[src/rtl/core/p2pd_pkg.sv]
// Shared types and fixed widths for the perspective-to-planar depth core.
// No dependencies; used by every module of the core by scoped names.
package p2pd_pkg;

    localparam int FocalW = 16;  // focal length register
    localparam int DimW   = 13;  // image width and height registers
    localparam int CoordW = 12;  // pixel column and row
    localparam int OffW   = 14;  // magnitude of a doubled offset from the center
    localparam int DsumW  = 35;  // 4*f^2 + dx^2 + dy^2
    localparam int IdxW   = 2;   // register index on the configuration port

    localparam logic [IdxW-1:0] CfgFocal  = 2'd0;
    localparam logic [IdxW-1:0] CfgWidth  = 2'd1;
    localparam logic [IdxW-1:0] CfgHeight = 2'd2;

    typedef struct packed {
        logic [FocalW-1:0] focal;
        logic [DimW-1:0]   width;
        logic [DimW-1:0]   height;
    } t_cfg;

endpackage

[src/rtl/core/p2pd_sqrt_stage.sv]
// One bit of the root search: tries q + 2^BIT against the right-hand side.
// Depends on p2pd_pkg. Keeps q^2*D and q*D so each try is adds and shifts only.
module p2pd_sqrt_stage #(
    parameter int DEPTH_BITS = 16,
    parameter int BIT        = 15
) (
    input  logic                                    i_clk,
    input  logic                                    i_rst_n,
    input  logic                                    i_en,
    input  logic                                    i_valid,
    input  logic [DEPTH_BITS-1:0]                   i_depth,
    input  logic [p2pd_pkg::DsumW-1:0]              i_dsum,
    input  logic [2*DEPTH_BITS+33:0]                i_rhs,
    input  logic [DEPTH_BITS-1:0]                   i_q,
    input  logic [2*DEPTH_BITS+p2pd_pkg::DsumW-1:0] i_qqd,
    input  logic [DEPTH_BITS+p2pd_pkg::DsumW-1:0]   i_qd,
    output logic                                    o_valid,
    output logic [DEPTH_BITS-1:0]                   o_depth,
    output logic [p2pd_pkg::DsumW-1:0]              o_dsum,
    output logic [2*DEPTH_BITS+33:0]                o_rhs,
    output logic [DEPTH_BITS-1:0]                   o_q,
    output logic [2*DEPTH_BITS+p2pd_pkg::DsumW-1:0] o_qqd,
    output logic [DEPTH_BITS+p2pd_pkg::DsumW-1:0]   o_qd
);
    localparam int CW = 2*DEPTH_BITS + p2pd_pkg::DsumW;
    localparam int SW = DEPTH_BITS + p2pd_pkg::DsumW;

    logic [CW-1:0] n_cand;
    logic          n_fits;
    logic          r_valid;
    logic [DEPTH_BITS-1:0]         r_depth, r_q;
    logic [p2pd_pkg::DsumW-1:0]    r_dsum;
    logic [2*DEPTH_BITS+33:0]      r_rhs;
    logic [CW-1:0]                 r_qqd;
    logic [SW-1:0]                 r_qd;

    // (q + 2^b)^2 * D = q^2*D + 2^(b+1)*q*D + 2^(2b)*D; the lower bits of q are
    // still zero, so the sum stays below 2^(2N) * D and fits the width.
    assign n_cand = i_qqd + (CW'(i_qd) << (BIT + 1)) + (CW'(i_dsum) << (2 * BIT));
    assign n_fits = n_cand <= CW'(i_rhs);

    always_ff @(posedge i_clk) begin
        if (!i_rst_n) begin
            r_valid <= 1'b0;
        end else if (i_en) begin
            r_valid <= i_valid;
        end
    end

    always_ff @(posedge i_clk) begin
        if (i_en) begin
            r_depth <= i_depth;
            r_dsum  <= i_dsum;
            r_rhs   <= i_rhs;
            if (n_fits) begin
                r_q   <= i_q | (DEPTH_BITS'(1) << BIT);
                r_qqd <= n_cand;
                r_qd  <= i_qd + (SW'(i_dsum) << BIT);
            end else begin
                r_q   <= i_q;
                r_qqd <= i_qqd;
                r_qd  <= i_qd;
            end
        end
    end

    assign o_valid = r_valid;
    assign o_depth = r_depth;
    assign o_dsum  = r_dsum;
    assign o_rhs   = r_rhs;
    assign o_q     = r_q;
    assign o_qqd   = r_qqd;
    assign o_qd    = r_qd;
endmodule

[config.mk]
export PLATFORM = sky130hd
export DESIGN_NAME = p2pd_sqrt_stage
export DESIGN_NICKNAME = d
export VERILOG_FILES = /design/src/rtl/core/p2pd_pkg.sv /design/src/rtl/core/p2pd_sqrt_stage.sv
export SDC_FILE = /design/constraint.sdc
export NUM_CORES = 1
export LEC_CHECK = 0
export BUFFER_PORTS_ARGS = -buffer_cell sky130_fd_sc_hd__buf_2
export CORE_MARGIN = 8
export CORE_UTILIZATION = 40
export DETAILED_ROUTE_END_ITERATION = 8
export PLACE_DENSITY = 0.71
export SLEW_MARGIN = 20
export SYNTH_ARGS = -nofsm -noshare
export SYNTH_HDL_FRONTEND = slang
export SYNTH_SLANG_ARGS = --single-unit
export TNS_END_PERCENT = 5
[constraint.sdc]
create_clock -name i_clk -period 5 [get_ports i_clk]
set_input_delay 0 -clock i_clk [delete_from_list [all_inputs] [get_ports i_clk]]
set_output_delay 0 -clock i_clk [all_outputs]
set_load 0.03 [all_outputs]
Yosys cells after proc, flatten, opt, wreduce, memory -nomap -nowiden

Index checks and enable logic that the tools add are counted.
Widths: inputs -> output; s select.

Flip-flop bits (word level): 252
Logic and storage cells: 14
Output and inout bits: 252
Bits of input ports: 255

Multiplexer cells: 2
Add/sub/neg operators: 3
Order comparisons: 1

Operators by type and width:

| kind           | count |
|---|---|
| $add 67x65->67 | 1 |
| $add 67x67->67 | 1 |
| $le 67x66->1   | 1 |
| $mux 67        | 1 |
| $add 51x50->51 | 1 |
| $mux 51        | 1 |

Logic depth before layout (Yosys ltp)

Word-level depth: 4
Depth in mapped cells: 27
Gate-level depth less buffers: 24

Worst setup path before layout

Ideal clock, no wire load.

Path kind: input-to-reg
Start point: input port i_qqd[17] (netlist name)
End point: register r_qqd[42] (netlist: o_qqd[42]) (data pin)
Arrival: 4924 ps
Required time: 4738 ps
Cell stages on the path: 24
Setup time: 262 ps
Path slack: -186 ps
Path buffers: 2
Cells stage by stage: ha_1 ha_1 inv_1 fa_1 nor2b_1 o31a_1 o31a_1 a21o_1 a21boi_1 o41a_1 o41a_1 o41ai_1 xor2_1 ha_1 a21o_1 a21oi_1 nand3b_1 a21oi_1 o211ai_1 o211a_1 nor2_4 buf_6 buf_8 mux2_1

Cells in the longest elaborated chain, start to end: 4

Ends and longest elaborated chain:

| what                 | line                  | text |
|---|---|---|
| from (decl)          | p2pd_sqrt_stage.sv:15 | `input logic [2*DEPTH_BITS+p2pd_pkg::DsumW-1:0] i_qqd,` |
| $add 67x67->67 (*)   | p2pd_sqrt_stage.sv:39 | `assign n_cand = i_qqd + (CW'(i_qd) << (BIT + 1)) + (CW'(i_dsum) << (2 * BIT));` |
| $add 67x65->67 (*)   | p2pd_sqrt_stage.sv:39 |  |
| $le 67x66->1         | p2pd_sqrt_stage.sv:40 | `assign n_fits = n_cand <= CW'(i_rhs);` |
| $mux 67 (*)          | p2pd_sqrt_stage.sv:55 | `if (n_fits) begin` |
| to (signal assigned) | p2pd_sqrt_stage.sv:57 | `r_qqd <= n_cand;` |
| to (signal assigned) | p2pd_sqrt_stage.sv:61 | `r_qqd <= i_qqd;` |
| to (decl)            | p2pd_sqrt_stage.sv:34 | `logic [CW-1:0] r_qqd;` |

Mark *: on every way between the ends. The rest lies on a longest branch, timed or not.
A chain may end at the register's enable or synchronous reset.

Final worst setup path

Start point: input port i_qqd[17] (netlist name)
End point: register r_qqd[37] (netlist: o_qqd[37]) (data pin)

Same word-level chain as after synthesis.

==> metrics.yaml <==
async_flop_share_pct: 0
ys_ff_latch: 252
violations: "hold timing"
cts_root_buf: "clkbuf_16"
drc: 0
final-seq-area_mm2: 0.00756
fp-row-count: 72
yosysWarnings: 0
crit_buf_inv: 5
worst_path_max_delay_cell: "o41a_1"
io_pins: 507
cp-end-kind: "flop"
pre_cts_slack_ns: -0.799
crit_required_ns: 5.30
syn-num-nets: 1709
rsz0062_at_grt: "yes"
cts_tree: "built"
crit_fanout: 6
relSlewSlack_pct: 39.3
status: "finished, violations left"
insertion_delay_ns: 0.56
area_growth_pct: 57.1
synth-main-ff-cell: "edfxtp_1"
netlist_area_mm2: 0.0155
grt_pass1_wl_mm: 87.4
vias: 14700
gp_congestion: 0.903
synth-edff-count: 251
worst_path_largest_cell_delay_ns: 0.46
cts_num_sinks: 252
p_leak_nw: 11.2
p_per_area_mw_per_mm2: 412
place_area_mm2: 0.0200
start_kind: "primary input"
final_util_pct: 63.3
maxCapViolCount: 0
ant_nets: 0
grt_antenna_before_repair: 10
synth_cell_types: 71
finalClockSkew_ns: 0
tns_ns: 0
cp.arrival_ns: 5.27
crit_type: "primary input to flop"
hold_path_class: "primary input to flop"
max_freq_ghz: 0.201
die_y_um: 213
dieArea_mm2: 0.0453
viasPerCell: 5.28
clockBufferDepth: 3
cpLargestDelayFamily: "compound AO/OA/AOI/OAI gates"
syn_area_per_cell_um2: 12.4
die_w_um: 213
synth.yosys.seq_area_share_pct: 48.7
grt_pass1_vias: 15700
layout_min_cycle_time_ns: 4.97
wl_mm: 60.8
multi_input_area_mm2: 0.00796
cts_made_buffers: 27
nFillCells: 2824
drtIter0Drc: 949
finalCritPeriodShare_pct: 99.4
htree_num_levels: 1
timing.final.ws_setup_ns: 0.0291
core_mm2: 0.0385
hold_viol_final: 2
port_buffers: 506
drv_slew: 0
grt.overflow.total: 0
grt_max_degree: 143
holdBufCountCts: 253
grt_usage_pct: 24.7
path_clk_slew_ns: 0.06
syn_inst: 1252
first_pass_iters: 5
post_drt_wl_per_cell_um: 21.9
worst_pin_slew_ns: 0.903
design_area_mm2: 0.0244
drive_above_1_share_pct: 39.0
dp.final_hpwl_mm: 41.1
whs_ns: -0.370
ir_drop_v: 0.000284
setup_viol: 0
start_util_pct: 40.3
nets: 2687
synthesized netlist by cell type, types with 15 or more instances:
cell	number	area, um^2
a21o_1	38	285
a21oi_1	103	515
edfxtp_1	251	7540
fa_1	37	741
ha_1	165	2060
inv_1	96	360
mux2_1	30	338
mux2_2	51	574
nand2_1	65	244
nand3_1	18	90.1
nand4_1	17	106
nor2_1	44	165
nor3_1	15	75.1
o21a_1	22	165
o21ai_0	51	255
xnor2_1	48	420
xor2_1	20	175
cell usage in the layout (no fill, tap or decap), types with 11 or more instances in the layout:
master	n
mux2_4	77
edfxtp_1	251
nand2_1	64
o21a_1	22
buf_2	503
diode_2	13
a21oi_1	98
xor2_1	19
a21o_1	38
dlygate4sd3_1	253
ha_1	161
nand3_1	17
fa_1	36
nor2_1	42
o21bai_1	13
nor3_1	11
inv_1	95
xnor2_1	46
o21ai_0	45
nor2b_1	11
and3_1	14
buf_4	188
nand4_1	17
clkbuf_16	33
worst register-to-register path, delay by kind of cell, from the launching register on:
kind          cells  cell delay [ns]
buf+inv           1             0.54
mux               1             0.13
simple gates      1             0.06
flops             1             0.31
layout make-up:
class / instances / area share (%)
diodes: 13 / 0.134
clock buffers: 35 / 2.90
clock inverters: 14 / 0.411
inverters: 96 / 1.48
multi-input cells: 883 / 32.7
flip-flops and latches: 252 / 31.0
well taps: 518 / 2.66
repair buffers: 970 / 28.7
cells by family (layout without fill, tap and decap cells):
family                     after synthesis  in the layout  share of synthesized area [%]
AOI/OAI and AO/OA                      304            304                           12.6
other                                    0             13                              0
adders and majority gates              202            202                           18.1
buffers and inverters                  117           1115                           3.23
DFF                                    252            252                           48.7
muxes                                   86             86                           6.20
xor gates and xnor gates                69             69                           3.99
and+or+nand+nor                        222            222                           7.13
repair_timing:
action | in CTS | in global routing
hold endpoints to repair | 301 | 2
resized for setup | 72 | 66
setup endpoints to repair | 82 | 88
pin swaps | 12 | 27
buffers inserted | 11 | 9
cloned | 4 | 8
registers in the layout, indices dropped and copies added, names as in the netlist:
register,cells
o_rhs,66
o_dsum,35
o_qd,51
o_q,16
o_valid,1
o_depth,16
o_qqd,67
routing by layer:
| layer | track usage (%) | vias to the layer above | share of wire [%] |
|---|---|---|---|
| met3 | 5.67 | 169 | 8.1 |
| met4 | 11.8 | 4 | 4.4 |
| li1 | - | 6701 | - |
| met2 | 44.3 | 736 | 51 |
| met5 | 0 | - | 0.038 |
| met1 | 27.2 | 7083 | 37 |
report_power, final:
group,switching (W),internal (W),leakage [nW]
clock,0.000854,0.00104,0.388
sequential,0.000114,0.00277,2.46
combinational,0.00274,0.00252,8.38
final timing paths:
kind,start,to,slack (ns),cells after the start
worst min register to register,o_valid,o_valid,1.06,3
worst max register to register,o_valid,o_valid,3.86,3
worst min-delay path,i_qd[0],o_qd[0],-0.37,1
worst max-delay path,i_qqd[17],o_qqd[37],0.03,26
through the flow:
stage	std cells	power [W]
6_report	2781	0.0100
3_5_place_dp	2435	0.00685
3_3_place_gp	2435	0.00678
5_1_grt	2775	0.0105
4_1_cts	2752	0.00948
2_1_floorplan	1252	0.00537
(Power assumes the default switching activity.)
