==> src/rtl/core/p2pd_pkg.sv <==
// Shared types and fixed widths for the perspective-to-planar depth core.
// No dependencies; used by every module of the core by scoped names.
package p2pd_pkg;

    localparam int FocalW = 16;  // focal length register
    localparam int DimW   = 13;  // image width and height registers
    localparam int CoordW = 12;  // pixel column and row
    localparam int OffW   = 14;  // magnitude of a doubled offset from the center
    localparam int DsumW  = 35;  // 4*f^2 + dx^2 + dy^2
    localparam int IdxW   = 2;   // register index on the configuration port

    localparam logic [IdxW-1:0] CfgFocal  = 2'd0;
    localparam logic [IdxW-1:0] CfgWidth  = 2'd1;
    localparam logic [IdxW-1:0] CfgHeight = 2'd2;

    typedef struct packed {
        logic [FocalW-1:0] focal;
        logic [DimW-1:0]   width;
        logic [DimW-1:0]   height;
    } t_cfg;

endpackage

==> src/rtl/core/p2pd_prep.sv <==
// Front stages: center offsets, squares and the two sides of the comparison.
// Depends on p2pd_pkg. Three register stages, all advanced by one enable.
module p2pd_prep #(
    parameter int DEPTH_BITS = 16,
    parameter int MAX_DIM    = 4096
) (
    input  logic                           i_clk,
    input  logic                           i_rst_n,
    input  logic                           i_en,
    input  p2pd_pkg::t_cfg                 i_cfg,
    input  logic                           i_valid,
    input  logic [DEPTH_BITS-1:0]          i_depth,
    input  logic [p2pd_pkg::CoordW-1:0]    i_column,
    input  logic [p2pd_pkg::CoordW-1:0]    i_row,
    output logic                           o_valid,
    output logic [DEPTH_BITS-1:0]          o_depth,
    output logic [p2pd_pkg::DsumW-1:0]     o_dsum,
    output logic [2*DEPTH_BITS+33:0]       o_rhs
);
    localparam int FdW  = p2pd_pkg::FocalW + DEPTH_BITS;
    localparam int OffW = p2pd_pkg::OffW;
    localparam int DimW = p2pd_pkg::DimW;
    localparam logic [16:0] MaxDim = 17'(MAX_DIM);

    logic [DimW-1:0]  n_wc, n_hc;
    logic [OffW-1:0]  n_dx, n_dy;

    logic                          r1_valid, r2_valid, r3_valid;
    logic [DEPTH_BITS-1:0]         r1_depth, r2_depth, r3_depth;
    logic [OffW-1:0]               r1_dx, r1_dy;
    logic [p2pd_pkg::FocalW-1:0]   r1_f;
    logic [FdW-1:0]                r1_fd;
    logic [31:0]                   r2_ff;
    logic [2*OffW-1:0]             r2_dx2, r2_dy2;
    logic [2*FdW-1:0]              r2_t2;
    logic [p2pd_pkg::DsumW-1:0]    r3_dsum;
    logic [2*DEPTH_BITS+33:0]      r3_rhs;

    function automatic logic [OffW-1:0] offset_mag(logic [p2pd_pkg::CoordW-1:0] p,
                                                   logic [DimW-1:0] dim);
        logic [OffW:0] off;
        off = {2'b00, p, 1'b0} + (OffW+1)'(2) - {2'b00, dim};
        return off[OffW] ? OffW'(~off + 1'b1) : off[OffW-1:0];
    endfunction

    // Dimensions beyond the supported maximum are treated as the maximum.
    assign n_wc = ({4'b0, i_cfg.width}  > MaxDim) ? MaxDim[DimW-1:0] : i_cfg.width;
    assign n_hc = ({4'b0, i_cfg.height} > MaxDim) ? MaxDim[DimW-1:0] : i_cfg.height;
    assign n_dx = offset_mag(i_column, n_wc);
    assign n_dy = offset_mag(i_row, n_hc);

    always_ff @(posedge i_clk) begin
        if (!i_rst_n) begin
            r1_valid <= 1'b0;
            r2_valid <= 1'b0;
            r3_valid <= 1'b0;
        end else if (i_en) begin
            r1_valid <= i_valid;
            r2_valid <= r1_valid;
            r3_valid <= r2_valid;
        end
    end

    always_ff @(posedge i_clk) begin
        if (i_en) begin
            r1_depth <= i_depth;
            r1_dx    <= n_dx;
            r1_dy    <= n_dy;
            r1_f     <= i_cfg.focal;
            r1_fd    <= FdW'(i_cfg.focal * i_depth);

            r2_depth <= r1_depth;
            r2_ff    <= 32'(r1_f * r1_f);
            r2_dx2   <= (2*OffW)'(r1_dx * r1_dx);
            r2_dy2   <= (2*OffW)'(r1_dy * r1_dy);
            r2_t2    <= (2*FdW)'(r1_fd * r1_fd);

            r3_depth <= r2_depth;
            r3_dsum  <= {1'b0, r2_ff, 2'b00} + p2pd_pkg::DsumW'(r2_dx2)
                        + p2pd_pkg::DsumW'(r2_dy2);
            r3_rhs   <= {r2_t2, 2'b00};
        end
    end

    assign o_valid = r3_valid;
    assign o_depth = r3_depth;
    assign o_dsum  = r3_dsum;
    assign o_rhs   = r3_rhs;
endmodule

==> config.mk <==
export PLATFORM = sky130hd
export DESIGN_NAME = p2pd_prep
export DESIGN_NICKNAME = d
export VERILOG_FILES = /design/src/rtl/core/p2pd_pkg.sv /design/src/rtl/core/p2pd_prep.sv
export SDC_FILE = /design/constraint.sdc
export NUM_CORES = 2
export LEC_CHECK = 0
export ABC_AREA = 1
export ABC_CLOCK_PERIOD_IN_PS = 17400
export BUFFER_PORTS_ARGS = -buffer_cell sky130_fd_sc_hd__buf_2
export CAP_MARGIN = 10
export CORE_MARGIN = 1
export CORE_UTILIZATION = 65
export DETAILED_ROUTE_END_ITERATION = 8
export PLACE_DENSITY = 0.89
export REMOVE_ABC_BUFFERS = 1
export SYNTH_ARGS = -nofsm -noshare
export SYNTH_HDL_FRONTEND = slang
export SYNTH_SLANG_ARGS = --single-unit
==> constraint.sdc <==
create_clock -name i_clk -period 17.4 [get_ports i_clk]
set_clock_uncertainty 0.05 [all_clocks]
set_input_delay 3.48 -clock i_clk [delete_from_list [all_inputs] [get_ports i_clk]]
set_output_delay 3.48 -clock i_clk [all_outputs]
set_load 0.02 [all_outputs]
# --- Yosys cells after proc, flatten, opt, wreduce, memory -nomap -nowiden ---
# Cells that the tools add are included.
word_totals:
  ff_bits: 378
  wordCells: 37
  latch_bits: 0
  memories: 0
  out_inout_bits: 118
  in_bits: 86
  ram_bits: 0
  romBits: 0
op_classes:
  n_bitwise: 2
  n_lt_le_gt_ge: 2
  reduce_logical: 0
  addsub: 8
  n_div: 0
  n_eq_ne: 0
  n_mux: 4
  shifts: 0
  n_mul: 5
op_table:
  columns: ["cell", "count"]
  rows:
  - ["$mul A16 B16 Y32", 2]
  - ["$mul A32 B32 Y64", 1]
  - ["$mul A14 B14 Y28", 2]
  - ["$add A34 B28 Y35", 1]
  - ["$add A35 B28 Y35", 1]
  - ["$sub A14 B13 Y15", 2]
  - ["$add A13 B2 Y14 const B", 2]
  - ["$add A14 B1 Y14 const B", 2]
  - ["$mux W14", 2]
  - ["$not A14 Y14", 2]
  - ["$gt A13 B13 Y1 const B", 2]
  - ["$mux W13", 2]

# --- Depth between registers and ports, before layout ---
depth:
  word_depth: 6
  mapped_depth: 31
  mapped_depth_nobuf: 29

# --- Worst setup path before layout ---
# OpenSTA, ideal clock, no wires.
synth_path:
  path_type: "in2reg"
  startpoint: "input port i_depth[1]"
  endpoint: "register r1_fd[27], data pin"
  path_buffers: 2
  stages: 24
  required_time_ns: 17.098
  slack_ns: 8.614
  arrival_ns: 8.483
  setup_ns: 0.252
  cell_sequence: "clkbuf_1 -> clkbuf_1 -> nand2_1 -> fa_1 -> inv_1 -> fa_1 -> inv_1 -> fa_1 -> inv_1 -> fa_1 -> inv_1 -> fa_1 -> inv_1 -> fa_1 -> ha_1 -> nand2_1 -> nor2_1 -> nand4_1 -> o21ai_2 -> nand2_1 -> nand2_1 -> nand3_1 -> nand3_1 -> nand2_1"
synth_between:
  elab_chain_len: 1
synth_lines:
  columns: ["element", "line_no", "text"]
  rows:
  - ["start, declared", "p2pd_prep.sv:12", "input logic [DEPTH_BITS-1:0] i_depth,"]
  - ["$mul A16 B16 Y32", "p2pd_prep.sv:70", "r1_fd <= FdW'(i_cfg.focal * i_depth);"]
  - ["end signal, assigned", "p2pd_prep.sv:70", null]
  - ["end, declared", "p2pd_prep.sv:32", "logic [FdW-1:0] r1_fd;"]
# Every way passes these cells.
# A chain may end at the register's enable or synchronous reset.

# --- Final worst setup path ---
layout_path:
  startpoint: "input port i_cfg[38] (netlist bit)"
  endpoint: "register r1_fd[27], data pin"
layout_between:
  elab_chain_len: 1
layout_lines:
  columns: ["element", "line_no", "text"]
  rows:
  - ["start, declared", "p2pd_prep.sv:10", "input p2pd_pkg::t_cfg i_cfg,"]
  - ["$mul A16 B16 Y32", "p2pd_prep.sv:70", null]
# Every way passes these cells.

==> results.yml <==
floorplanning:
  die_width_um: 340
  floorplan.rows: 123
  fp.dieH_um: 340
  initial_utilization_pct: 65.9
  fp.coreArea_um2: 113000
  die_area_um2: 116000
  ios: 204
cells_and_area:
  design_area_um2: 78300
  layout-drive-gt1-share_pct: 4.40
  areaGrowthSynthToFinish_pct: 5.21
  num_antenna_cells: 0
  final_net_count: 10800
clock_network:
  cts.sink_count: 373
  worst_case_clock_buffer_depth: 3
  htree_num_levels: 2
  cts_hold_buffers: 0
  cts_resized: 0
  clk_latency_ns: 0.65
  post_cts_buffers: 0
  ctsRootBufferMaster: "sky130_fd_sc_hd__clkbuf_16"
  cts-buffers-inserted: 43
  cts_tree: "done"
  clk_transition_reported_paths_ns: 0.07
timing:
  max_freq_ghz: 0.118
  layout_worst_path_cycle_share_pct: 48.6
  timing.final.max_slew_violations: 0
  final-setup-viol-count: 0
  min_period_ns: 8.46
  max_slew_margin_pct: 26.8
  hold_violations: 0
  setup_repair_after_global_routing_missed_its_margin: "no"
  final.setup.tns_ns: 0
  worst-slew-pin-transition_ns: 1.10
critical_path:
  critPathMaxStageDelay_ns: 0.56
  timing.critical_path.cells: "buf_2, nand2_1, fa_1, inv_1, fa_1, inv_1, fa_1, inv_1, fa_1, inv_1, fa_1, inv_1, fa_1, ha_1, nand2_1, nor2_1, nand4_1, o21ai_2, nand2_1, nand2_1, nand3_1, nand3_1, nand2_1"
  worst-r2r-cell-count: 22
  worst_path_most_repeated_cell: "sky130_fd_sc_hd__fa_1"
  worst_ep_required_time_ns: 17.78
  crit_path_end_kind: "register"
  timing_worst_setup_path_type: "primary input to register"
  path_max_fanout: 17
  worst_r2r_endpoint: "r2_t2[35]"
  regToRegStartpoint: "r1_fd[21]"
  critical_path_source: "i_cfg[38]"
  critical_path.startpoint_type: "primary input"
  timing.reg2reg.setup_slack_ns: 9.03
  critPathCapture: "r1_fd[27]"
  timing.critical_path.arrival_ns: 8.83
  critical-path-slowest-cell: "sky130_fd_sc_hd__fa_1"
detailed_routing:
  routed_wire_length_per_instance_um: 18.1
  post-route-drc-count: 0
  first_drt_iteration_drcs: 4316
  via_density_per_instance: 5.49
  totalWireLength_um: 183000
  route.antenna.remaining_nets: 0
  detailedRoute.firstPassIterationCount: 6
  num_vias: 55600
global_routing:
  globalRouteOverflowTotal: 0
  vias_in_the_first_global_route: 61500
  grt_pass1_wl_um: 305000
  grt_antenna_before_repair: 1
  gr-usage-all-layers_pct: 33.3
  largest_net_degree_at_the_start_of_global_routing: 98
synthesis:
  synth-edff-count: 370
  postSynthAreaPerCell_um2: 8.71
  async_set_or_reset_flop_fraction_in_the_synthesized_netlist_pct: 0
  synth.ff_latch_count: 373
  yosysSeqAreaShare_pct: 15.0
  yosys-top-cells-area: "sky130_fd_sc_hd__fa_1 38%, sky130_fd_sc_hd__edfxtp_1 15%, sky130_fd_sc_hd__inv_1 13%, sky130_fd_sc_hd__ha_1 13%, sky130_fd_sc_hd__nand2_1 8.9%"
  postSynth.topFlopCell: "sky130_fd_sc_hd__edfxtp_1"
  synth.top_cell.area_share_pct: 38.0
  post-synth-top-area-cell: "sky130_fd_sc_hd__fa_1"
  ys.warnings.count: 0
  syn_inst: 8540
  post_synth_num_cell_types: 53
  synth.cell_area_um2: 74400
flow_run:
  drv_cap: 0
status:
  outcome: "complete, no violations"
placement:
  port-buffer-count: 200
  placement.cell_area_um2: 76700
  dp_hpwl_um: 151000
  place_congestion: 0.984
worst_hold_path:
  holdCritPathClass: "register to register"
  timing.hold.worst.start: "r2_t2[3]"
critical path: cells and delay by family:
family                   cells  cell delay, ns
AO/OA/AOI/OAI                1            0.29
adder cells (fa/ha/maj)      7            3.44
buffers and inverters        6            0.62
AND/OR/NAND/NOR              9            1.00
through the flow:
step                util (%)  setup slack, ns  cells  hold WS [ns]
finish                  69.3             8.94  10100         0.361
global route            69.3             8.63  10100         0.373
CTS                     69.3             9.00  10100         0.359
detailed placement      67.9             8.34  10100         0.355
global placement        67.9             8.32  10100         0.352
floorplan                  -             9.16   8316         0.350
how the worst min path moves through the flow:
| stage | end | cells after the start | slack, ns |
|---|---|---|---|
| 6_report | o_rhs[5] | 0 | 0.36 |
| 5_1_grt | o_depth[13] | 0 | 0.37 |
| 4_1_cts | o_rhs[5] | 0 | 0.36 |
| 3_5_place_dp | o_rhs[46] | 0 | 0.35 |
| 3_3_place_gp | r2_depth[0] | 0 | 0.35 |
| 2_1_floorplan | o_depth[0] | 0 | 0.35 |
cell type report:
class,instances,area [um^2]
clock inverter,36,495
fill,8273,34700
timing repair buffer,236,1280
sequential,373,11200
multi-input combinational,5393,52800
tap,1500,1880
clock buffer,44,1080
inverter,2550,9570
synth_stat cells, drive strengths merged, types with 31 or more instances:
| cell | number |
|---|---|
| o21bai | 43 |
| nor2 | 369 |
| xor2 | 190 |
| fa | 1414 |
| xnor2 | 76 |
| o21ai | 153 |
| inv | 2550 |
| a21oi | 266 |
| a21o | 31 |
| nand3 | 162 |
| clkbuf | 205 |
| edfxtp | 370 |
| nand2 | 1772 |
| ha | 750 |
| nor3 | 34 |
registers in the layout, summed over array words and instances, names as in the netlist:
name,cells
r1_depth,16
r2_ff,31
r1_fd,32
r2_valid,1
r1_f,16
o_depth,16
r1_valid,1
r1_dx,14
r2_depth,16
r2_dy2,27
r2_t2,63
o_valid,1
r1_dy,14
o_rhs,63
r2_dx2,27
o_dsum,35
layer usage:
layer / global-route usage (%) / vias up / routed length, um
met1: 40.3 / 27200 / 66700
li1: - / 25100 / -
met3: 5.15 / 730 / 14100
met4: 16.7 / 2 / 10100
met2: 57.8 / 2570 / 92500
met5: 0 / - / 11
kinds of logic (layout without fill, tap and decap cells):
logic type,after synthesis,in the layout,share of synthesized area (%)
buffers and inverters,2777,2866,14.0
AOI/OAI and AO/OA,561,561,4.38
DFF,373,373,15.0
and+or+nand+nor,2398,2398,12.7
other,1,4,0.00504
xor gates and xnor gates,266,266,3.16
adders and majority gates,2164,2164,50.7
placed cells by master (no fill, tap or decap), drive strengths merged, types with 3 or more instances in the layout:
master / Yosys / layout
o21bai: 43 / 43
dfxtp: 3 / 3
xnor2: 76 / 76
inv: 2550 / 2559
and2: 4 / 4
a21oi: 266 / 266
xor2: 190 / 190
o21ai: 153 / 153
nand3: 162 / 162
a31oi: 19 / 19
nor4: 6 / 6
nand2: 1772 / 1772
a21boi: 10 / 10
nand3b: 7 / 7
buf: 22 / 236
clkinv: 0 / 15
nor3: 34 / 34
a31o: 6 / 6
conb: 1 / 4
fa: 1414 / 1414
clkbuf: 205 / 44
o31ai: 3 / 3
o211ai: 8 / 8
or2: 13 / 13
o21a: 12 / 12
a21o: 31 / 31
ha: 750 / 750
clkinvlp: 0 / 3
bufinv: 0 / 9
edfxtp: 370 / 370
nand4: 27 / 27
nor2: 369 / 369
Power is not shown: default switching activity piles up to over one toggle a cycle in this logic, so the estimate is an artifact.
